[config.mk]
export PLATFORM = sky130hd
export DESIGN_NAME = tem_ctrl
export DESIGN_NICKNAME = d
export VERILOG_FILES = /design/src/hdl/tem_pkg.sv /design/src/hdl/tem_ctrl.sv
export SDC_FILE = /design/constraint.sdc
export NUM_CORES = 1
export LEC_CHECK = 0
export ABC_AREA = 1
export BUFFER_PORTS_ARGS = -buffer_cell sky130_fd_sc_hd__buf_2
export CAP_MARGIN = 10
export CORE_MARGIN = 5
export CORE_UTILIZATION = 35
export CTS_BUF_LIST = sky130_fd_sc_hd__clkbuf_4
export CTS_CLUSTER_DIAMETER = 60
export DETAILED_ROUTE_END_ITERATION = 6
export SYNTH_ARGS = -nofsm -noshare
export SYNTH_HDL_FRONTEND = slang
export SYNTH_SLANG_ARGS = --single-unit
[constraint.sdc]
create_clock -name clk -period 1.55 [get_ports clk]
set_input_delay 0.31 -clock clk [delete_from_list [all_inputs] [get_ports clk]]
set_output_delay 0.31 -clock clk [all_outputs]
set_load 0.005 [all_outputs]
[src/hdl/tem_pkg.sv]
// Package for the text extent measure block: payload structs, op and status codes,
// and the command and status structs between the controller and the datapath.
// No dependencies.
package tem_pkg;

  localparam logic [2:0] OP_CLEAR = 3'd0;
  localparam logic [2:0] OP_GLYPH = 3'd1;
  localparam logic [2:0] OP_KERN  = 3'd2;
  localparam logic [2:0] OP_BYTE  = 3'd3;
  localparam logic [2:0] OP_END   = 3'd4;

  localparam logic [1:0] ST_OK      = 2'd0;
  localparam logic [1:0] ST_FULL    = 2'd1;
  localparam logic [1:0] ST_MEAS    = 2'd2;
  localparam logic [1:0] ST_NOGLYPH = 2'd3;

  localparam logic [7:0] NEWLINE = 8'd10;

  localparam logic [1:0] REG_BASELINE = 2'd0;
  localparam logic [1:0] REG_LINE_H   = 2'd1;
  localparam logic [1:0] REG_SCALE    = 2'd2;

  typedef struct packed {
    logic [2:0]  op;
    logic [31:0] code;
    logic [31:0] second_code;
    logic [15:0] glyph_width;
    logic [15:0] glyph_height;
    logic signed [15:0] glyph_off_x;
    logic signed [15:0] glyph_off_y;
    logic signed [15:0] glyph_step;
    logic signed [15:0] kern_amount;
  } in_item_t;

  typedef struct packed {
    logic [1:0]  status;
    logic [47:0] width_scaled;
    logic [47:0] height_scaled;
  } out_item_t;

  // Controller to datapath.
  typedef struct packed {
    logic load_item;   // capture the input item
    logic clear;       // empty both tables
    logic wr_glyph;    // write glyph entry at the count
    logic wr_kern;     // write kerning entry at the count
    logic scan_start;  // reset the search index
    logic scan_step;   // examine one entry of each table
    logic place;       // place glyph or handle newline
    logic measure;     // reset pen, box and text state
  } dp_cmd_t;

  // Datapath to controller.
  typedef struct packed {
    logic glyph_full;
    logic kern_full;
    logic scan_done;
    logic any_glyph;
  } dp_stat_t;

endpackage

[src/hdl/tem_ctrl.sv]
// Controller of the text extent measure block: sequences table loads, the table
// search for each text byte, and the end-of-text measurement. Uses tem_pkg.
module tem_ctrl (
  input  logic                clk,
  input  logic                rst,
  input  logic                in_valid,
  output logic                in_ready,
  input  logic [2:0]          in_op,
  output logic                out_valid,
  input  logic                out_ready,
  output logic [1:0]          out_status,
  output logic                out_load,
  output tem_pkg::dp_cmd_t    cmd,
  input  tem_pkg::dp_stat_t   stat
);
  import tem_pkg::*;

  typedef enum logic [1:0] {S_IDLE, S_SCAN, S_PLACE, S_OUT} state_t;
  state_t state;
  logic [2:0] op;

  assign in_ready = (state == S_IDLE) && !out_valid;
  logic acc;
  assign acc = in_valid && in_ready;

  always_comb begin
    cmd = '0;
    cmd.load_item  = acc;
    cmd.scan_start = acc;
    cmd.scan_step  = (state == S_SCAN);
    cmd.place      = (state == S_PLACE);
    cmd.measure    = (state == S_OUT) && out_ready && (op == OP_END) && out_valid;
    cmd.clear      = (state == S_OUT) && (op == OP_CLEAR) && out_valid && out_ready;
    cmd.wr_glyph   = (state == S_OUT) && (op == OP_GLYPH) && !stat.glyph_full
                     && out_valid && out_ready;
    cmd.wr_kern    = (state == S_OUT) && (op == OP_KERN) && !stat.kern_full
                     && out_valid && out_ready;
  end

  // The result is presented from live datapath state; the table write and the
  // text reset happen with the output beat.
  always_comb begin
    out_load = 1'b0;
    case (op)
      OP_GLYPH: out_status = stat.glyph_full ? ST_FULL : ST_OK;
      OP_KERN:  out_status = stat.kern_full ? ST_FULL : ST_OK;
      OP_END: begin
        out_status = stat.any_glyph ? ST_MEAS : ST_NOGLYPH;
        out_load = 1'b1;
      end
      default:  out_status = ST_OK;
    endcase
  end

  always_ff @(posedge clk) begin
    if (rst) begin
      state <= S_IDLE;
      out_valid <= 1'b0;
      op <= OP_CLEAR;
    end else begin
      case (state)
        S_IDLE: if (acc) begin
          op <= in_op;
          if (in_op == OP_BYTE) state <= S_SCAN;
          else begin
            state <= S_OUT;
            out_valid <= 1'b1;
          end
        end
        S_SCAN: if (stat.scan_done) state <= S_PLACE;
        S_PLACE: begin
          state <= S_OUT;
          out_valid <= 1'b1;
        end
        S_OUT: if (out_ready) begin
          out_valid <= 1'b0;
          state <= S_IDLE;
        end
        default: state <= S_IDLE;
      endcase
    end
  end

endmodule

==> impl_metrics.csv, run 1 <==
group,metric,value,unit
cts,ctsLongestPathBuffers,2,
floorplanning,die_h,47.7,um
critical_path,startpoint_type,"flop",
drt,vias,562,
logic_synthesis,async_flop_share,0,%
job,drv_cap,0,
cts,cts_buffers,3,
critical_path,critPathKind,"flop to output port",
critical_path,worstPathCellList,"inv_4, ha_4, inv_2, nor2_4, nand2_2, inv_4, buf_6",
floorplanning,start_util,37.8,%
timing,rsz0062_at_grt,"yes",
power_and_ir_drop,irDropWorstVdd,1.18,mV
critical_path,path_buf_inv,4,
cts,cts_tree,"done",
cells_and_area,stdcell_area,812,sq um
cells_and_area,multi_input_area,375,sq um
cells_and_area,area_delta_synth_final,63.1,%
floorplanning,fp.coreArea,0.00132,sq mm
drt,via_per_inst,4.68,
timing,setup_violations,0,
cts,clock-sinks,6,
place,placed_area,617,sq um
timing,min_period_over_period,97.0,%
cells_and_area,nets,123,
logic_synthesis,synthCells,73,
critical_path,worstPathMaxFanout,3,
cts,clock-root-buffer,"clkbuf_4",
critical_path,cp.required,1.24,ns
logic_synthesis,ys_warn_count,0,
cells_and_area,diodes,0,
cells_and_area,final_cells,120,
drt,dr.pass1.iters,4,
timing,final-hold-violation-count,0,
logic_synthesis,synth_ff_type,"dfxtp_1",
logic_synthesis,syn_nets,89,
power_and_ir_drop,powerDensity,1780,mW/mm^2
floorplanning,die-area,0.00228,sq mm
power_and_ir_drop,leakage,0.409,nW
timing,slew_violations,0,
floorplanning,std_cell_rows,13,
drt,ant_nets,0,
critical_path,worstPathArrival,1.19,ns
place,dp_hpwl,947,um
timing,fin_crit,1.50,ns
global_route,grt_overflow,0,
cts,clk_pin_slew,0.04,ns
timing,max_slew_margin,86.5,%
global_route,antenna_found_initial,0,
logic_synthesis,yosysTopAreaCellShare,24.1,%
place,buffer_ports.inserted,23,
logic_synthesis,synthDistinctLibCells,22,
critical_path,cp_slowest_cell,"dfxtp_4",
global_route,track_usage,13.3,%
run_status,status,"finished, final reports clean",
worst_hold_path,min_path_type,"input port to flop",
logic_synthesis,avgSynthCellArea,6.82,sq um
critical_path,end_kind,"output port",
logic_synthesis,synth_area_leaders,"dfxtp_1 24%, ha_1 13%, inv_1 11%, nand2_1 8.3%, nor2_1 5.3%",
critical_path,crit_family,"flip-flops",
global_route,grt_pass1_vias,514,
place,routabilityCongestion,0.763,
logic_synthesis,synth-seq-cells,6,
logic_synthesis,synth_edf_count,0,
cts,ctsHtreeMaxLevel,1,
cells_and_area,seqCellArea,138,sq um
logic_synthesis,synth_seq_area_share,24.1,%
logic_synthesis,yosysMostFrequentCell,"inv_1",
drt,drc_errors,0,
timing,tightest_slew,0.202,ns
global_route,grt_pass1_wl,2040,um
critical_path,crit_top_cell,"inv_4",
timing,clock-skew-final,0.00168,ns
cells_and_area,fillerInstances,120,
cells_and_area,drive_gt1_share,59.0,%
floorplanning,pin_count,24,
cts,clock_latency,0.24,ns
timing,setup_tns,0,ns
timing,max_freq,0.665,GHz
cts,ctsHoldBuffers,0,
critical_path,slowest_delay,0.36,ns
global_route,grt_max_degree,8,
cells_and_area,final_util,61.6,%
logic_synthesis,yosysTopAreaCell,"dfxtp_1",
logic_synthesis,yosys-top-cells-count,"14 x inv_1, 11 x nand2_1, 7 x nor2_1",
place,place_inst,109,
floorplanning,die_w,47.7,um
drt,wl_per_cell,11.3,um
logic_synthesis,synth.cell_area,498,sq um
drt,drt-total-wl,1350,um
drt,drtIter0Drc,1,
[what timing repair did]
action                                  CTS  global route
pin swaps                                 3             6
setup buffers                             2             6
resized for setup                        13            20
endpoints found under the setup margin    6             5
[routing by layer]
layer	vias to the layer above	track usage [%]	part of all wire, %
met2	17	23.2	55
met1	243	12.0	35
met4	0	7.53	0.74
met3	2	7.52	8.9
li1	300	-	-
met5	-	0	0
[stage by stage]
step	total power [W]	hold slack [ns]	setup slack, ns
after floorplan	0.000762	0.372	0.185
after global placement	0.000925	0.485	0.164
after detailed placement	0.000935	0.489	0.140
after CTS	0.00121	0.233	-0.0190
after global routing	0.00161	0.224	-0.0343
final	0.00144	0.244	0.0472
[registers in the layout, summed over array words and instances (netlist names)]
name       cells
state          2
op             3
out_valid      1
[final timing paths]
path	startpoint	endpoint	slack (ns)	depth (start not counted)
max	state[1]	cmd[3]	0.05	7
min	rst	op[0]	0.24	2
max reg2reg	state[1]	op[2]	0.15	9
min reg2reg	op[2]	op[2]	0.53	2
[logic make-up (layout without fill, tap and decap cells)]
| logic type | count (synthesis) | in the layout | synth area share [%] |
|---|---|---|---|
| AO/OA/AOI/OAI | 9 | 9 | 12.1 |
| adder cells (fa/ha/maj) | 5 | 5 | 12.6 |
| buffers and inverters | 18 | 50 | 15.3 |
| flip-flops | 6 | 6 | 24.1 |
| AND/OR/NAND/NOR | 35 | 35 | 35.9 |
[worst register-to-register path: cells and delay by family (launching register included)]
family / cells / cell delay, ns
flops: 1 / 0.36
buf+inv: 4 / 0.37
fa+ha+maj: 1 / 0.15
compound gates: 2 / 0.22
simple gates: 2 / 0.18
[layout by cell type (no fill, tap or decap), types with 4 or more instances in the layout]
cell type  netlist  routed
buf_2            0      21
nand2_1         11      11
inv_1           14       9
buf_4            2       8
nor2_1           7       7
inv_4            0       4
dfxtp_4          0       4
[report_power, final]
part,internal [W],leakage [nW],switching (W)
Sequential,0.000247,0.0528,0.000122
Combinational,0.000473,0.342,0.000458
Clock,0.0000875,0.0138,0.0000556
Total,0.000807,0.409,0.000635
[layout make-up]
cell class | instances | area share [%]
Multi-Input combinational cell | 49 | 46.2
Timing Repair Buffer | 31 | 23.1
Sequential cell | 6 | 16.9
Tap cell | 15 | 2.31
Inverter | 16 | 8.63
Clock buffer | 3 | 2.77
Note: power is estimated with default switching activity, not from simulation.
==> run 2: changes to the inputs <==
==> constraint.sdc (replaced) <==
create_clock -name clk -period 1.55 [get_ports clk]
set_input_delay 0.31 -clock clk [delete_from_list [all_inputs] [get_ports clk]]
set_output_delay 0.31 -clock clk [all_outputs]
set_load 0.02 [all_outputs]
==> run 2 against run 1 <==
Effect of this change:
- clock-buffer cell count stayed put
- final cell count grew 2.5%
- sequential share of layout area shrank 0.99 points
- first-iteration DRC count rose to 8.0 times the previous value
- register-to-register slack better by 0.15 ns
- combinational power increased by 24%
- sequential cell count did not move
- critical path depth fell by 3
- via count is 6.6% higher
- die area stayed put
- power rose by 14%
- sequential power is 5.4% lower
- critical path type unchanged
- critical endpoint is now cmd[6]
- highest routed layer unchanged
==> impl_metrics.csv, run 2 (same netlist as run 1, synthesis figures left out) <==
group,metric,value,unit
place,place_inst,110,
timing,setup_tns,0,ns
cts,clock_latency,0.24,ns
timing,rsz0062_at_grt,"yes",
critical_path,startpoint_type,"flop",
power_and_ir_drop,internal-power,0.000850,W
drt,wl_per_cell,12.7,um
timing,max_freq,0.654,GHz
drt,drt-total-wl,1560,um
cts,clock-root-buffer,"clkbuf_4",
global_route,grt_overflow,0,
floorplanning,start_util,37.8,%
place,routabilityCongestion,0.718,
floorplanning,die-area,0.00228,sq mm
timing,final-hold-violation-count,0,
power_and_ir_drop,clkPwrFrac,8.9,%
critical_path,reg2reg_depth,8,
drt,ant_nets,0,
timing,tightest_slew,0.219,ns
critical_path,rr_startpoint,"state[1]",
cts,clk_pin_slew,0.05,ns
global_route,grt_pass1_wl,2280,um
timing,setup_violations,0,
critical_path,worstPathArrival,1.22,ns
power_and_ir_drop,comb_power_share,69.9,%
drt,via_per_inst,4.87,
cells_and_area,fillerInstances,108,
cells_and_area,diodes,0,
cts,ctsLongestPathBuffers,2,
timing,max_slew_margin,85.4,%
drt,dr.pass1.iters,4,
timing,fin_crit,1.53,ns
cells_and_area,top_register,"op",
power_and_ir_drop,leakage,0.426,nW
power_and_ir_drop,irDropWorstVdd,1.05,mV
cells_and_area,area_delta_synth_final,71.6,%
cells_and_area,drive_gt1_share,60.2,%
drt,vias,599,
critical_path,cp.required,1.24,ns
critical_path,worstPathMaxFanout,4,
timing,hold_ws,0.228,ns
power_and_ir_drop,p_seq_share,21.2,%
critical_path,cp-startpoint,"state[1]",
power_and_ir_drop,powerDensity,1930,mW/mm^2
global_route,grt_max_degree,8,
worst_hold_path,worstHoldStart,"rst",
drt,drtIter0Drc,8,
cells_and_area,nets,126,
critical_path,critPathKind,"flop to output port",
cells_and_area,top_regs,"op x3, state x2, out_valid x1",
timing,clock-skew-final,0.00125,ns
power_and_ir_drop,p_switching,0.000796,W
cells_and_area,final_cells,123,
critical_path,cp_slowest_cell,"dfxtp_4",
floorplanning,std_cell_rows,13,
power_and_ir_drop,swShare,48.3,%
worst_hold_path,min_path_type,"input port to flop",
floorplanning,die_w,47.7,um
drt,drc_errors,0,
place,dp_hpwl,1060,um
global_route,track_usage,14.4,%
critical_path,end_kind,"output port",
critical_path,slowest_delay,0.38,ns
cells_and_area,largest_reg_flops,3,
timing,min_period_over_period,98.6,%
cells_and_area,final_common_cell,"buf_2",
floorplanning,pin_count,24,
global_route,antenna_found_initial,0,
run_status,status,"finished, final reports clean",
cts,clock-sinks,6,
timing,slew_violations,0,
cts,ctsHtreeMaxLevel,1,
worst_hold_path,min_path_cells,2,
place,placed_area,636,sq um
job,drv_cap,0,
critical_path,worstPathCellList,"ha_4, nand3_4, nor4_2, buf_4",
place,buffer_ports.inserted,23,
cts,cts_buffers,3,
cells_and_area,stdcell_area,855,sq um
floorplanning,die_h,47.7,um
cts,cts_tree,"done",
floorplanning,fp.coreArea,0.00132,sq mm
cells_and_area,final_cell_mix,"17 x buf_2, 14 x buf_4, 11 x nand2_1",
global_route,grt_pass1_vias,545,
==> run 2: final cells by class <==
type	instances	area (sq um)	share of cell area [%]
Clock buffer	3	22.5	2.64
Inverter	16	75.1	8.78
Tap cell	15	18.8	2.20
Timing Repair Buffer	34	224	26.2
Sequential cell	6	136	16.0
Multi-Input combinational cell	49	378	44.2
==> run 2: per-layer routing <==
layer  share of wire (%)  GRT usage (%)  up-vias
li1                    -              -      303
met1                  37           15.8      277
met2                  56           26.4       17
met3                 6.3           2.63        2
met4                0.90           6.45        0
met5                   0              0        -
==> run 2: per-stage QoR <==
step	power [W]	worst slack [ns]	utilization, %
3_3_place_gp	0.00108	0.0457	48.2
5_1_grt	0.00177	-0.0143	64.9
4_1_cts	0.00150	0.00485	58.8
6_report	0.00165	0.0215	64.9
2_1_floorplan	0.000897	-0.0105	-
3_5_place_dp	0.00109	0.0367	48.2
==> run 2: final timing paths <==
| kind | slack (ns) | end |
|---|---|---|
| worst max-delay path | 0.02 | cmd[6] |
| worst min-delay path | 0.23 | op[0] |
| worst max register to register | 0.30 | out_valid |
| worst min register to register | 0.54 | op[1] |
==> run 2: repair_timing <==
action / in CTS / in global routing
endpoints found under the setup margin: 8 / 5
resized for setup: 25 / 15
pin swaps: 3 / 6
buffers inserted: 5 / 5
hold buffers: 0 / 0
==> run 2: critical path, delay by kind of cell, from the launching register on <==
kind,cells,cell delay (ns)
buf+inv,1,0.18
fa+ha+maj,1,0.16
flops,1,0.38
simple gates,2,0.25
==> run 2: power groups by stage <==
stage               Combinational, W  Clock [W]  Sequential [W]
finish                       0.00115   0.000146        0.000349
global placement            0.000807          0        0.000272
CTS                          0.00103   0.000147        0.000326
detailed placement          0.000819          0        0.000275
floorplan                   0.000606          0        0.000291
global route                 0.00126   0.000155        0.000357
==> run 3: changes to the inputs <==
Settings changed: CAP_MARGIN 10 to 20, CORE_MARGIN 5 to 2.
==> run 3 against run 2 <==
Effect of this change:
- the run now ends with negative setup slack left
- hold slack worse by 0.0015 ns
- non-clock buffer count is 1 higher
- combinational power is 3% higher
- sequential share of layout area is 0.28 points lower
- sequential power hardly changed
- largest power group unchanged
==> impl_metrics.csv, run 3 (same netlist as run 1, synthesis figures left out) <==
group,metric,value,unit
timing,rsz0062_at_grt,"yes",
global_route,gr-usage-met3,4.78,%
critical_path,startpoint_type,"flop",
place,place_ws,0.0611,ns
cts,clock_latency,0.25,ns
timing,setup_ws,-0.0207,ns
run_status,status,"finished, violations left",
timing,max_slew_margin,83.8,%
cts,ctsHtreeMaxLevel,1,
floorplanning,fp.coreArea,0.00132,sq mm
cells_and_area,final_common_cell,"buf_4",
place,routabilityCongestion,0.748,
floorplanning,die_h,41.7,um
timing,final-hold-violation-count,0,
critical_path,critPathKind,"flop to output port",
power_and_ir_drop,powerDensity,1950,mW/mm^2
cells_and_area,multi_input_area,382,sq um
critical_path,slowest_delay,0.36,ns
drt,drc_errors,0,
timing,min_period_over_period,101,%
floorplanning,std_cell_rows,13,
timing,fin_crit,1.57,ns
global_route,grt_pass1_wl,2280,um
critical_path,path_buf_inv,4,
cells_and_area,drive_gt1_share,60.6,%
power_and_ir_drop,total_power,0.00169,W
cts,ctsLongestPathBuffers,2,
place,place_inst,110,
run_status,violations,"negative setup slack",
cts,clock-root-buffer,"clkbuf_4",
timing,hold_ws,0.226,ns
timing,slew_violations,0,
global_route,grt_pass1_vias,522,
global_route,grt_max_degree,8,
global_route,antenna_found_initial,0,
power_and_ir_drop,irDropWorstVdd,0.994,mV
cells_and_area,fillerInstances,111,
floorplanning,die-area,0.00174,sq mm
floorplanning,pin_count,24,
cells_and_area,nets,127,
place,buffer_ports.inserted,23,
cts,clk_pin_slew,0.05,ns
power_and_ir_drop,leakage,0.428,nW
cells_and_area,area_delta_synth_final,74.6,%
drt,via_per_inst,4.82,
cells_and_area,top_regs,"op x3, state x2, out_valid x1",
cells_and_area,final_cells,124,
global_route,grt_use_met2,29.7,%
cts,clock-sinks,6,
drt,wl_per_cell,12.0,um
cells_and_area,diodes,0,
drt,vias,598,
critical_path,cp_slowest_cell,"dfxtp_4",
cells_and_area,largest_reg_flops,3,
critical_path,end_kind,"output port",
floorplanning,die_w,41.7,um
timing,tightest_slew,0.243,ns
critical_path,crit_family,"flip-flops",
timing,clock-skew-final,0.00410,ns
cts,cts_buffers,3,
critical_path,r2r_slack,0.24,ns
worst_hold_path,min_path_type,"input port to flop",
global_route,grtUsageMet1,18.2,%
global_route,grt_most_used_layer,"met2",
timing,setup_violations,2,
cells_and_area,top_register,"op",
drt,drt-total-wl,1490,um
critical_path,cp.required,1.24,ns
critical_path,worstPathArrival,1.26,ns
cts,cts_tree,"done",
global_route,track_usage,17.3,%
job,drv_cap,0,
timing,setup_tns,-0.0400,ns
global_route,grt_overflow,0,
floorplanning,start_util,37.8,%
timing,max_freq,0.637,GHz
drt,dr.pass1.iters,3,
drt,drtIter0Drc,8,
critical_path,worstPathMaxFanout,3,
critical_path,crit_top_cell,"inv_4",
place,dp_hpwl,939,um
cells_and_area,final_cell_mix,"16 x buf_4, 15 x buf_2, 11 x nand2_1",
cells_and_area,seqCellArea,136,sq um
drt,ant_nets,0,
critical_path,worstPathCellList,"inv_4, ha_4, inv_2, nor2_4, nand2_2, inv_4, buf_6",
run 3: area by class of cell:
cell class | count | area share (%)
timing repair buffer | 35 | 27.6
clock buffer | 3 | 2.59
tap | 15 | 2.16
inverter | 16 | 8.06
sequential | 6 | 15.7
multi-input combinational | 49 | 43.9
run 3: repair_timing:
item | CTS | global route
endpoints found under the setup margin | 8 | 7
buffers inserted | 2 | 9
resized for setup | 19 | 23
hold buffers | 0 | 0
pin swaps | 1 | 8
run 3: worst paths after layout:
kind	from	to	cells past startpoint
setup / recovery	state[1]	cmd[3]	7
hold / removal	rst	op[0]	2
setup reg to reg	state[1]	op[1]	8
hold reg to reg	op[1]	op[1]	2
run 3: through the flow:
step / util (%) / area (sq um)
after global routing: 66.0 / 870
after detailed placement: 48.2 / 636
after floorplan: - / 509
after CTS: 55.7 / 733
after global placement: 48.2 / 636
final: 66.0 / 870
run 3: report_power, final:
part           internal, W  leakage [nW]  switching, W
clock network    0.0000878        0.0138     0.0000598
logic             0.000566         0.361      0.000627
registers         0.000244        0.0526      0.000107
total             0.000898         0.428      0.000794
run 3: metal layers:
layer,wire [um],up-vias
li1,-,307
met1,585,269
met2,796,18
met3,66,4
met4,41,0
met5,0,-
